--- src/sv/rosl_pkg.sv ---
// Shared types and constants of the ray/box slab test.
// Used by the front, back and top-level modules; depends on nothing.
package rosl_pkg;

    localparam int CFG_INDEX_W = 3;
    localparam int REACH_W     = 31;
    localparam int HIT_TDATA_W = 8;

    localparam logic [CFG_INDEX_W-1:0] REG_ORIGIN_X  = 3'd0;
    localparam logic [CFG_INDEX_W-1:0] REG_ORIGIN_Y  = 3'd1;
    localparam logic [CFG_INDEX_W-1:0] REG_ORIGIN_Z  = 3'd2;
    localparam logic [CFG_INDEX_W-1:0] REG_HEADING_X = 3'd3;
    localparam logic [CFG_INDEX_W-1:0] REG_HEADING_Y = 3'd4;
    localparam logic [CFG_INDEX_W-1:0] REG_HEADING_Z = 3'd5;
    localparam logic [CFG_INDEX_W-1:0] REG_REACH     = 3'd6;

    typedef enum logic [3:0] {
        ST_IDLE,
        ST_LOAD,
        ST_MUL,
        ST_DOT,
        ST_CHECK,
        ST_DLOAD,
        ST_DIV,
        ST_DSTORE,
        ST_UPDATE,
        ST_FINISH
    } back_state_t;

    // Queue head status from front to back
    typedef struct packed {
        logic valid;
        logic last;
    } q_stat_t;

endpackage

--- src/sv/rosl_back.sv ---
// Back end: bit-serial dot products, restoring divisions and the near/far
// interval update for one slab at a time, plus the result register. Uses rosl_pkg.
module rosl_back import rosl_pkg::*; #(
    parameter int WORD_WIDTH = 32,
    parameter int FRAC_BITS  = 16
) (
    input  logic                          clk,
    input  logic                          rst_n,
    input  q_stat_t                       q_stat,
    output logic                          q_ready,
    input  logic [2:0][WORD_WIDTH-1:0]    q_axis,
    input  logic [2:0][WORD_WIDTH:0]      q_delta,
    input  logic [WORD_WIDTH-1:0]         q_lo,
    input  logic [WORD_WIDTH-1:0]         q_hi,
    input  logic [2:0][WORD_WIDTH-1:0]    heading,
    input  logic [REACH_W-1:0]            reach,
    output logic                          out_valid,
    input  logic                          out_ready,
    output logic                          hit
);

    localparam int W     = WORD_WIDTH;
    localparam int F     = FRAC_BITS;
    localparam int ACC_W = 2*W + 2;
    localparam int NB    = W + 1 + F;
    localparam int CNT_W = $clog2(NB + 1);
    localparam int EPS_I = ((1 << FRAC_BITS) + 500) / 1000;

    localparam logic [W-1:0]        EPS    = W'(EPS_I);
    localparam logic signed [W-1:0] WMAX   = {1'b0, {(W-1){1'b1}}};
    localparam logic signed [W-1:0] WMIN   = {1'b1, {(W-1){1'b0}}};
    localparam logic [63:0]         WMAX64 = (64'd1 << (W-1)) - 64'd1;
    localparam logic signed [ACC_W-1:0] ACC_MAX = ACC_W'(WMAX);
    localparam logic signed [ACC_W-1:0] ACC_MIN = ACC_W'(WMIN);
    localparam logic [NB-1:0]       LIM_POS = NB'(WMAX64);

    back_state_t state_reg, state_next;

    logic [2:0][W-1:0]       axis_reg, axis_next;
    logic [2:0][W:0]         delta_reg, delta_next;
    logic signed [W-1:0]     lo_reg, lo_next, hi_reg, hi_next;
    logic                    last_reg, last_next;
    logic [2:0]              idx_reg, idx_next;
    logic [CNT_W-1:0]        cnt_reg, cnt_next;
    logic [ACC_W-1:0]        acc_reg, acc_next;
    logic [ACC_W-1:0]        mcand_reg, mcand_next;
    logic [W:0]              mplier_reg, mplier_next;
    logic                    mneg_reg, mneg_next;
    logic signed [W-1:0]     e_reg, e_next, f_reg, f_next;
    logic [W-1:0]            den_reg, den_next;
    logic [NB-1:0]           numer_reg, numer_next;
    logic [W:0]              rem_reg, rem_next;
    logic [NB-1:0]           quot_reg, quot_next;
    logic                    qneg_reg, qneg_next;
    logic                    dsel_reg, dsel_next;
    logic signed [W-1:0]     t1_reg, t1_next, t2_reg, t2_next;
    logic signed [W-1:0]     near_reg, near_next, far_reg, far_next;
    logic                    missed_reg, missed_next;
    logic                    open_reg, open_next;
    logic                    out_valid_reg, out_valid_next;
    logic                    hit_reg, hit_next;

    // Combinational helpers
    logic [W:0]              op_a, op_b, mag_a, mag_b;
    logic                    eff_missed;
    logic [63:0]             reach64;
    logic signed [W-1:0]     reach_sat;
    logic signed [ACC_W-1:0] acc_sh;
    logic signed [W-1:0]     dot_val;
    logic [W-1:0]            mag_f;
    logic                    f_big;
    logic signed [W:0]       num;
    logic [W:0]              num_mag;
    logic [W:0]              r2;
    logic                    ge;
    logic [NB-1:0]           lim, q_sat;
    logic signed [W-1:0]     t_val, t_lo, t_hi, far_n, near_n;
    logic                    mul_done, div_done, slot_free;

    // Operand selection for the six products
    always_comb
    begin
        case (idx_reg)
            3'd0: begin op_a = {axis_reg[0][W-1], axis_reg[0]}; op_b = delta_reg[0]; end
            3'd1: begin op_a = {axis_reg[1][W-1], axis_reg[1]}; op_b = delta_reg[1]; end
            3'd2: begin op_a = {axis_reg[2][W-1], axis_reg[2]}; op_b = delta_reg[2]; end
            3'd3: begin op_a = {heading[0][W-1], heading[0]}; op_b = {axis_reg[0][W-1], axis_reg[0]}; end
            3'd4: begin op_a = {heading[1][W-1], heading[1]}; op_b = {axis_reg[1][W-1], axis_reg[1]}; end
            3'd5: begin op_a = {heading[2][W-1], heading[2]}; op_b = {axis_reg[2][W-1], axis_reg[2]}; end
            default: begin op_a = '0; op_b = '0; end
        endcase
        mag_a = op_a[W] ? (~op_a + 1'b1) : op_a;
        mag_b = op_b[W] ? (~op_b + 1'b1) : op_b;
    end

    always_comb
    begin
        eff_missed = open_reg ? missed_reg : 1'b0;
        reach64    = 64'(reach);
        reach_sat  = (reach64 > WMAX64) ? WMAX : reach64[W-1:0];

        // Floor shift then saturate to the word
        acc_sh = $signed(acc_reg) >>> F;
        if (acc_sh > ACC_MAX)
            dot_val = WMAX;
        else if (acc_sh < ACC_MIN)
            dot_val = WMIN;
        else
            dot_val = acc_sh[W-1:0];

        mag_f = f_reg[W-1] ? (~f_reg + 1'b1) : f_reg;
        f_big = (mag_f > EPS);

        num     = {e_reg[W-1], e_reg} + (dsel_reg ? {hi_reg[W-1], hi_reg} : {lo_reg[W-1], lo_reg});
        num_mag = num[W] ? (~num + 1'b1) : num;

        r2 = {rem_reg[W-1:0], numer_reg[NB-1]};
        ge = (r2 >= {1'b0, den_reg});

        lim   = qneg_reg ? (LIM_POS + 1'b1) : LIM_POS;
        q_sat = (quot_reg > lim) ? lim : quot_reg;
        t_val = qneg_reg ? (~q_sat[W-1:0] + 1'b1) : q_sat[W-1:0];

        t_lo   = (t1_reg > t2_reg) ? t2_reg : t1_reg;
        t_hi   = (t1_reg > t2_reg) ? t1_reg : t2_reg;
        far_n  = (t_hi < far_reg) ? t_hi : far_reg;
        near_n = (t_lo > near_reg) ? t_lo : near_reg;

        mul_done  = (cnt_reg == CNT_W'(W));
        div_done  = (cnt_reg == CNT_W'(NB - 1));
        slot_free = !out_valid_reg || out_ready;
    end

    // Next state
    always_comb
    begin
        state_next = state_reg;
        case (state_reg)
            ST_IDLE:
                if (q_stat.valid)
                    state_next = eff_missed ? ST_FINISH : ST_LOAD;
            ST_LOAD:
                state_next = ST_MUL;
            ST_MUL:
                if (mul_done)
                    state_next = (idx_reg == 3'd2 || idx_reg == 3'd5) ? ST_DOT : ST_LOAD;
            ST_DOT:
                state_next = (idx_reg == 3'd3) ? ST_LOAD : ST_CHECK;
            ST_CHECK:
                state_next = f_big ? ST_DLOAD : ST_FINISH;
            ST_DLOAD:
                state_next = ST_DIV;
            ST_DIV:
                if (div_done)
                    state_next = ST_DSTORE;
            ST_DSTORE:
                state_next = dsel_reg ? ST_UPDATE : ST_DLOAD;
            ST_UPDATE:
                state_next = ST_FINISH;
            ST_FINISH:
                if (!last_reg || slot_free)
                    state_next = ST_IDLE;
            default:
                state_next = ST_IDLE;
        endcase
    end

    // Datapath and outputs
    always_comb
    begin
        axis_next      = axis_reg;
        delta_next     = delta_reg;
        lo_next        = lo_reg;
        hi_next        = hi_reg;
        last_next      = last_reg;
        idx_next       = idx_reg;
        cnt_next       = cnt_reg;
        acc_next       = acc_reg;
        mcand_next     = mcand_reg;
        mplier_next    = mplier_reg;
        mneg_next      = mneg_reg;
        e_next         = e_reg;
        f_next         = f_reg;
        den_next       = den_reg;
        numer_next     = numer_reg;
        rem_next       = rem_reg;
        quot_next      = quot_reg;
        qneg_next      = qneg_reg;
        dsel_next      = dsel_reg;
        t1_next        = t1_reg;
        t2_next        = t2_reg;
        near_next      = near_reg;
        far_next       = far_reg;
        missed_next    = missed_reg;
        open_next      = open_reg;
        hit_next       = hit_reg;
        out_valid_next = out_valid_reg && !out_ready;
        q_ready        = 1'b0;

        case (state_reg)
            ST_IDLE:
            begin
                q_ready = 1'b1;
                if (q_stat.valid)
                begin
                    axis_next  = q_axis;
                    delta_next = q_delta;
                    lo_next    = q_lo;
                    hi_next    = q_hi;
                    last_next  = q_stat.last;
                    idx_next   = 3'd0;
                    acc_next   = '0;
                    if (!open_reg)
                    begin
                        near_next   = '0;
                        far_next    = reach_sat;
                        missed_next = 1'b0;
                        open_next   = 1'b1;
                    end
                end
            end
            ST_LOAD:
            begin
                mcand_next  = ACC_W'(mag_a);
                mplier_next = mag_b;
                mneg_next   = op_a[W] ^ op_b[W];
                cnt_next    = '0;
            end
            ST_MUL:
            begin
                if (mplier_reg[0])
                    acc_next = mneg_reg ? (acc_reg - mcand_reg) : (acc_reg + mcand_reg);
                mcand_next  = mcand_reg << 1;
                mplier_next = mplier_reg >> 1;
                cnt_next    = cnt_reg + 1'b1;
                if (mul_done)
                    idx_next = idx_reg + 3'd1;
            end
            ST_DOT:
            begin
                if (idx_reg == 3'd3)
                    e_next = dot_val;
                else
                    f_next = dot_val;
                acc_next = '0;
            end
            ST_CHECK:
            begin
                den_next  = mag_f;
                dsel_next = 1'b0;
                if (!f_big)
                    missed_next = (lo_reg > e_reg) || (hi_reg < e_reg);
            end
            ST_DLOAD:
            begin
                numer_next = {num_mag, {F{1'b0}}};
                rem_next   = '0;
                quot_next  = '0;
                qneg_next  = num[W] ^ f_reg[W-1];
                cnt_next   = '0;
            end
            ST_DIV:
            begin
                rem_next   = ge ? (r2 - {1'b0, den_reg}) : r2;
                quot_next  = {quot_reg[NB-2:0], ge};
                numer_next = numer_reg << 1;
                cnt_next   = cnt_reg + 1'b1;
            end
            ST_DSTORE:
            begin
                if (dsel_reg)
                    t2_next = t_val;
                else
                    t1_next = t_val;
                dsel_next = 1'b1;
            end
            ST_UPDATE:
            begin
                far_next    = far_n;
                near_next   = near_n;
                missed_next = (far_n < near_n);
            end
            ST_FINISH:
            begin
                if (last_reg && slot_free)
                begin
                    out_valid_next = 1'b1;
                    hit_next       = !missed_reg;
                    open_next      = 1'b0;
                end
            end
            default:
            begin
            end
        endcase
    end

    always_ff @(posedge clk)
    begin
        axis_reg   <= axis_next;
        delta_reg  <= delta_next;
        lo_reg     <= lo_next;
        hi_reg     <= hi_next;
        last_reg   <= last_next;
        idx_reg    <= idx_next;
        cnt_reg    <= cnt_next;
        acc_reg    <= acc_next;
        mcand_reg  <= mcand_next;
        mplier_reg <= mplier_next;
        mneg_reg   <= mneg_next;
        e_reg      <= e_next;
        f_reg      <= f_next;
        den_reg    <= den_next;
        numer_reg  <= numer_next;
        rem_reg    <= rem_next;
        quot_reg   <= quot_next;
        qneg_reg   <= qneg_next;
        dsel_reg   <= dsel_next;
        t1_reg     <= t1_next;
        t2_reg     <= t2_next;
        hit_reg    <= hit_next;
    end

    always_ff @(posedge clk or negedge rst_n)
    begin
        if (!rst_n)
        begin
            state_reg     <= ST_IDLE;
            near_reg      <= '0;
            far_reg       <= '0;
            missed_reg    <= 1'b0;
            open_reg      <= 1'b0;
            out_valid_reg <= 1'b0;
        end
        else
        begin
            state_reg     <= state_next;
            near_reg      <= near_next;
            far_reg       <= far_next;
            missed_reg    <= missed_next;
            open_reg      <= open_next;
            out_valid_reg <= out_valid_next;
        end
    end

    assign out_valid = out_valid_reg;
    assign hit       = hit_reg;

endmodule

--- config.mk ---
export PLATFORM = sky130hd
export DESIGN_NAME = rosl_back
export DESIGN_NICKNAME = d
export VERILOG_FILES = /design/src/sv/rosl_pkg.sv /design/src/sv/rosl_back.sv
export SDC_FILE = /design/constraint.sdc
export NUM_CORES = 2
export LEC_CHECK = 0
export ABC_AREA = 1
export BUFFER_PORTS_ARGS = -buffer_cell sky130_fd_sc_hd__clkbuf_2
export CORE_AREA = 2 2 285 287
export DETAILED_ROUTE_END_ITERATION = 8
export DIE_AREA = 0 0 287 289
export PLACE_DENSITY_LB_ADDON = 0.12
export SLEW_MARGIN = 20
export SYNTH_ARGS = -nofsm -noshare
export SYNTH_HDL_FRONTEND = slang
export SYNTH_SLANG_ARGS = --single-unit
--- constraint.sdc ---
create_clock -name clk -period 20.2 [get_ports clk]
set_input_delay 6.06 -clock clk [delete_from_list [all_inputs] [get_ports clk]]
set_output_delay 6.06 -clock clk [all_outputs]
set_load 0.01 [all_outputs]
After elaboration in Yosys (flattened, before gate mapping)
Cells that the tools add are included.

Word-level logic and storage cells: 179. Bits of input ports: 391. Output and inout bits: 3. Flip-flop bits (word level): 799.

Bitwise gates (word level): 9. Equality and inequality tests: 24. Reduce and logical (&&, ||, !) cells: 35. Mux-type cells: 57. $add $sub $neg: 11. $lt $le $gt $ge: 11.

Operator list (count): 2-to-1 mux 32 bit (15); one-hot mux 33 bit (6 select lines) (2); 2-to-1 mux 66 bit (3); one-hot mux 66 bit (3 select lines) (1); one-hot mux 49 bit (2 select lines) (2); one-hot mux 32 bit (2 select lines) (3); 2-to-1 mux 33 bit (4); one-hot mux 66 bit (2 select lines) (1); adder 33 x 1 -> 33 bit, second input constant (3); NOT 33 bit (3); > comparator 32 bit (3); < comparator 32 bit (3); adder 66 bit (1); one-hot mux 33 bit (2 select lines) (1); subtractor 66 bit (1); adder 32 x 1 -> 32 bit, second input constant (2); NOT 32 bit (2); > comparator 50 x 32 -> 1 bit, second input constant (1); < comparator 50 x 32 -> 1 bit, second input constant (1); > comparator 49 x 32 -> 1 bit (1); one-hot mux 4 bit (10 select lines) (1); adder 33 bit (1); greater-or-equal comparator 33 x 32 -> 1 bit (1); > comparator 32 x 7 -> 1 bit, second input constant (1); 33 further kinds (90).

Depth between registers and ports, before layout
Depth in word-level cells: 6. Mapped depth: 51. Depth with buffers taken out: 48.

Least setup slack after synthesis
Ideal clock, no wire load.

Kind: input to register. Start: in q_stat[1] in the netlist's numbering. End: reg near_reg[10]. Data required time: 20.059 ns. Arrival time: 18.703 ns. Buffers on the path: 1. Slack: 1.356 ns. Library setup time: 0.141 ns. Stages: 8. Cell sequence: inv_1 > nor2_1 > inv_1 > nor2_1 > nor2_1 > inv_2 > clkbuf_1 > o22ai_1.

Cells in the longest elaborated chain, start to end: 2.

Ends and longest elaborated chain: start: declaration (line rosl_back.sv:9) `input q_stat_t q_stat,`; inequality test 2 bit (no source line); AND reduction 3 bit (no source line); end signal: assignment (line rosl_back.sv:338) `near_reg <= near_next;`; end: declaration (line rosl_back.sv:57) `logic signed [W-1:0] near_reg, near_next, far_reg, far_next;`.

No other way between the ends. A chain may end at the register's enable or synchronous reset.

Worst setup path in the final report
Start: in heading[33] in the netlist's numbering. End: reg mcand_reg[30], data pin.

Cells in the longest elaborated chain, start to end: 5.

Ends and longest elaborated chain: start: declaration (line rosl_back.sv:15) `input logic [2:0][WORD_WIDTH-1:0] heading,`; one-hot mux 33 bit (6 select lines) (line rosl_back.sv:83) `case (idx_reg)`; NOT 33 bit (line rosl_back.sv:92) `mag_a = op_a[W] ? (~op_a + 1'b1) : op_a;`; adder 33 x 1 -> 33 bit (line rosl_back.sv:92); 2-to-1 mux 33 bit (line rosl_back.sv:92); one-hot mux 66 bit (2 select lines) (line rosl_back.sv:200) `case (state_reg)`; via mcand_next[30] (line rosl_back.sv:46) `logic [ACC_W-1:0] mcand_reg, mcand_next;`; end signal: assignment (line rosl_back.sv:308) `mcand_reg <= mcand_next;`; end: declaration (line rosl_back.sv:46).

The timed path passes the listed nets, and every way through them passes these cells.

==> results.cfg <==
[setup_path]
timing.critical_path.mode_cell = nand3_2
r2r_start = t1_reg[31]$_DFFE_PP_
startpoint = heading[33]
endpoint = mcand_reg[30]$_DFFE_PP_
critical_path_depth = 20
crit_path_start_kind = primary input
crit_buf_inv = 4
cp_slowest_cell = nor4_2
arrival_ns = 9.21
worstPathRequired_ns = 20.59
r2r_cells = 33
r2r_setup_slack_ns = 12.01
cp_cell_sequence = clkbuf_2 > a22o_1 > nor4_2 > ha_1 > nand2_1 > inv_2 > nand3_2 > nor3_4 > nand3_2 > inv_2 > nand3_2 > inv_2 > nand3_2 > nor3b_2 > nand4_1 > nor4_2 > nand4_1 > nand2_1 > xnor2_1 > o21ai_1
reg2reg_to = missed_reg$_DFFE_PN0P_
critPathKind = in -> reg
worstSetupEndpointType = flop
crit_family = simple AND/OR/NAND/NOR gates
max_stage_delay_ns = 0.32
critPathMaxFanout = 3

[synth]
yosysMostFrequentCell = nand2_1
ys_seq_area_share_pct = 47.1
syn_area_sq_um = 49200
netlist_instances = 5502
synth.distinct_cells = 77
syn_area_per_cell_sq_um = 8.94
synth_top_area_share_pct = 43.5
synth_edf_count = 712
synth_area_leaders = edfxtp_1 43%, ha_1 9.2%, nand2_1 6.4%
synth_top_flop_cell = edfxtp_1
synth_largest_area_cell = edfxtp_1
ys_top_cells_by_count = 832 x nand2_1, 809 x inv_1, 712 x edfxtp_1
synthArstFlopShare_pct = 9.07
syn-num-nets = 6259
synth-seq-cells = 783
yosysWarnings = 0

[route]
dr_wl_met2_mm = 62.5
drc = 0
postRouteAntennaNets = 0
top_layer = met5
first_pass_iters = 6
route.detailed.wl_per_inst_um = 18.7
viasPerCell = 5.81
vias = 40531
wl_mm = 131
wl_met1_mm = 55.3
first_iter_violations = 3477
route.met3.wl_mm = 8.95

[placement]
placed_cells = 6823
io_buffers = 393
dp_hpwl_mm = 96.3
dpl_cell_area_sq_um = 52200
dp_slack_ns = 10.76
gp_routability_congestion = 0.948

[timing]
finalWorstSetupSlack_ns = 11.39
setup_viol = 0
clock_skew_ns = 0.0273
fmax_ghz = 0.113
rsz0062_at_grt = false
finalHoldViolations = 0
fin_crit_sh_pct = 43.6
finalMaxSlewViolations = 0
fin_setup_tns_ns = 0
fin_crit_ns = 8.81
relSlewSlack_pct = 27.7
worst_slew_pin_slew_ns = 1.08

[floorplanning]
start_util_pct = 61.5
core_area_sq_um = 79900
fp.dieArea_sq_um = 82900
die_h_um = 289
io_pins = 394
fp-row-count = 104
fp.dieW_um = 287

[grt]
grt_first_pass_wirelength_mm = 204
grt_max_degree = 165
antenna_found_initial = 1
grt_pass1_vias = 38596
grt-ovfl-total = 0
grt_use_total_pct = 30.9

[clocking]
postCtsResizedCells = 0
cts_inserted_buffers = 85
ctsHoldBuffers = 0
cts_setup_buffers = 0
cts_tree = done
clock_path_buffers = 3
clock_latency_ns = 0.67
cts_root_buf = clkbuf_16
htreeDepth = 3
clk_pin_slew_worst_paths_ns = 0.06
clock_sinks = 783

[worst_hold_path]
hold_class = reg -> reg

[power_and_ir_drop]
leakage_uw = 0.0244
total_power_uw = 8580
power_density_nw_per_um2 = 156
vdd_drop_max_v = 0.0000983

[finish]
n_antenna_cell = 0
largest_reg_flops = 99
fillers = 6333
area_delta_synth_final_pct = 12.2
final_nets = 6607
final_cells = 6981
drive_above_1_share_pct = 12.2
final_area_sq_um = 55200

[job]
cap_violations = 0

[outcome]
status = complete, no violations
## worst min-delay path: stages, from the launching register on
cell,delay (ns)
edfxtp_1,0.32
nand2_1,0.05
nand2_1,0.05
## metrics by stage
step           hold WS, ns  utilization [%]
4_1_cts              0.514             69.0
5_1_grt              0.538             69.0
3_3_place_gp         0.499             65.3
3_5_place_dp         0.509             65.3
2_1_floorplan        0.470                -
6_report             0.518             69.0
## layout by cell type (no fill, tap or decap), types with 59 or more instances in the layout
master,netlist,layout
dfrtp_1,71,71
inv_1,809,806
nand2_1,832,829
o22ai_1,93,93
nor3_1,91,89
clkbuf_2,1,392
nor2_1,512,504
clkbuf_16,0,85
xor2_1,160,160
nand4_1,59,59
edfxtp_1,712,712
xnor2_1,59,59
ha_1,363,362
a21oi_1,427,427
nand3_1,147,146
nor4_1,66,64
o21ai_0,479,479
## worst min-delay path by stage
| stage | from | to | depth (start not counted) |
|---|---|---|---|
| 6_report | numer_reg[21]$_DFFE_PP_ | numer_reg[22]$_DFFE_PP_ | 2 |
| 5_1_grt | numer_reg[22]$_DFFE_PP_ | numer_reg[23]$_DFFE_PP_ | 2 |
| 4_1_cts | numer_reg[22]$_DFFE_PP_ | numer_reg[23]$_DFFE_PP_ | 2 |
| 3_5_place_dp | numer_reg[21]$_DFFE_PP_ | numer_reg[22]$_DFFE_PP_ | 2 |
| 3_3_place_gp | far_reg[0]$_DFFE_PN0P_ | far_reg[0]$_DFFE_PN0P_ | 2 |
| 2_1_floorplan | f_reg[0]$_DFFE_PP_ | den_reg[0]$_DFFE_PP_ | 0 |
## cells by family (layout without fill, tap and decap cells)
kind of cell | Yosys count | count (layout) | share of synthesized area (%)
AO/OA/AOI/OAI | 1305 | 1305 | 15.3
multiplexers | 34 | 34 | 0.779
buffers and inverters | 1007 | 1426 | 7.77
XOR/XNOR | 219 | 219 | 3.90
adder cells (fa/ha/maj) | 366 | 366 | 9.36
flip-flops | 783 | 783 | 47.1
AND/OR/NAND/NOR | 1788 | 1788 | 15.8
## final cells by class
| cell class | count | area [sq um] | area share [%] |
|---|---|---|---|
| sequential | 783 | 23200 | 42.0 |
| multi-input combinational | 3712 | 22300 | 40.4 |
| inverter | 835 | 3140 | 5.69 |
| timing repair buffer | 433 | 2280 | 4.14 |
| clock buffer | 97 | 2180 | 3.96 |
| tap | 1060 | 1330 | 2.40 |
| clock inverter | 61 | 767 | 1.39 |
## routing by layer
layer	vias up	track usage [%]
met3	243	3.66
li1	19784	-
met5	-	0
met4	2	9.58
met2	1541	52.5
met1	18961	41.7
## where the power goes
group / leakage, uW / internal [uW] / switching (uW)
clock network: 0.00144 / 965 / 684
registers: 0.00748 / 2440 / 288
logic: 0.0154 / 1380 / 2820
total: 0.0244 / 4780 / 3800
No activity file was read; power rests on OpenSTA's default activity.
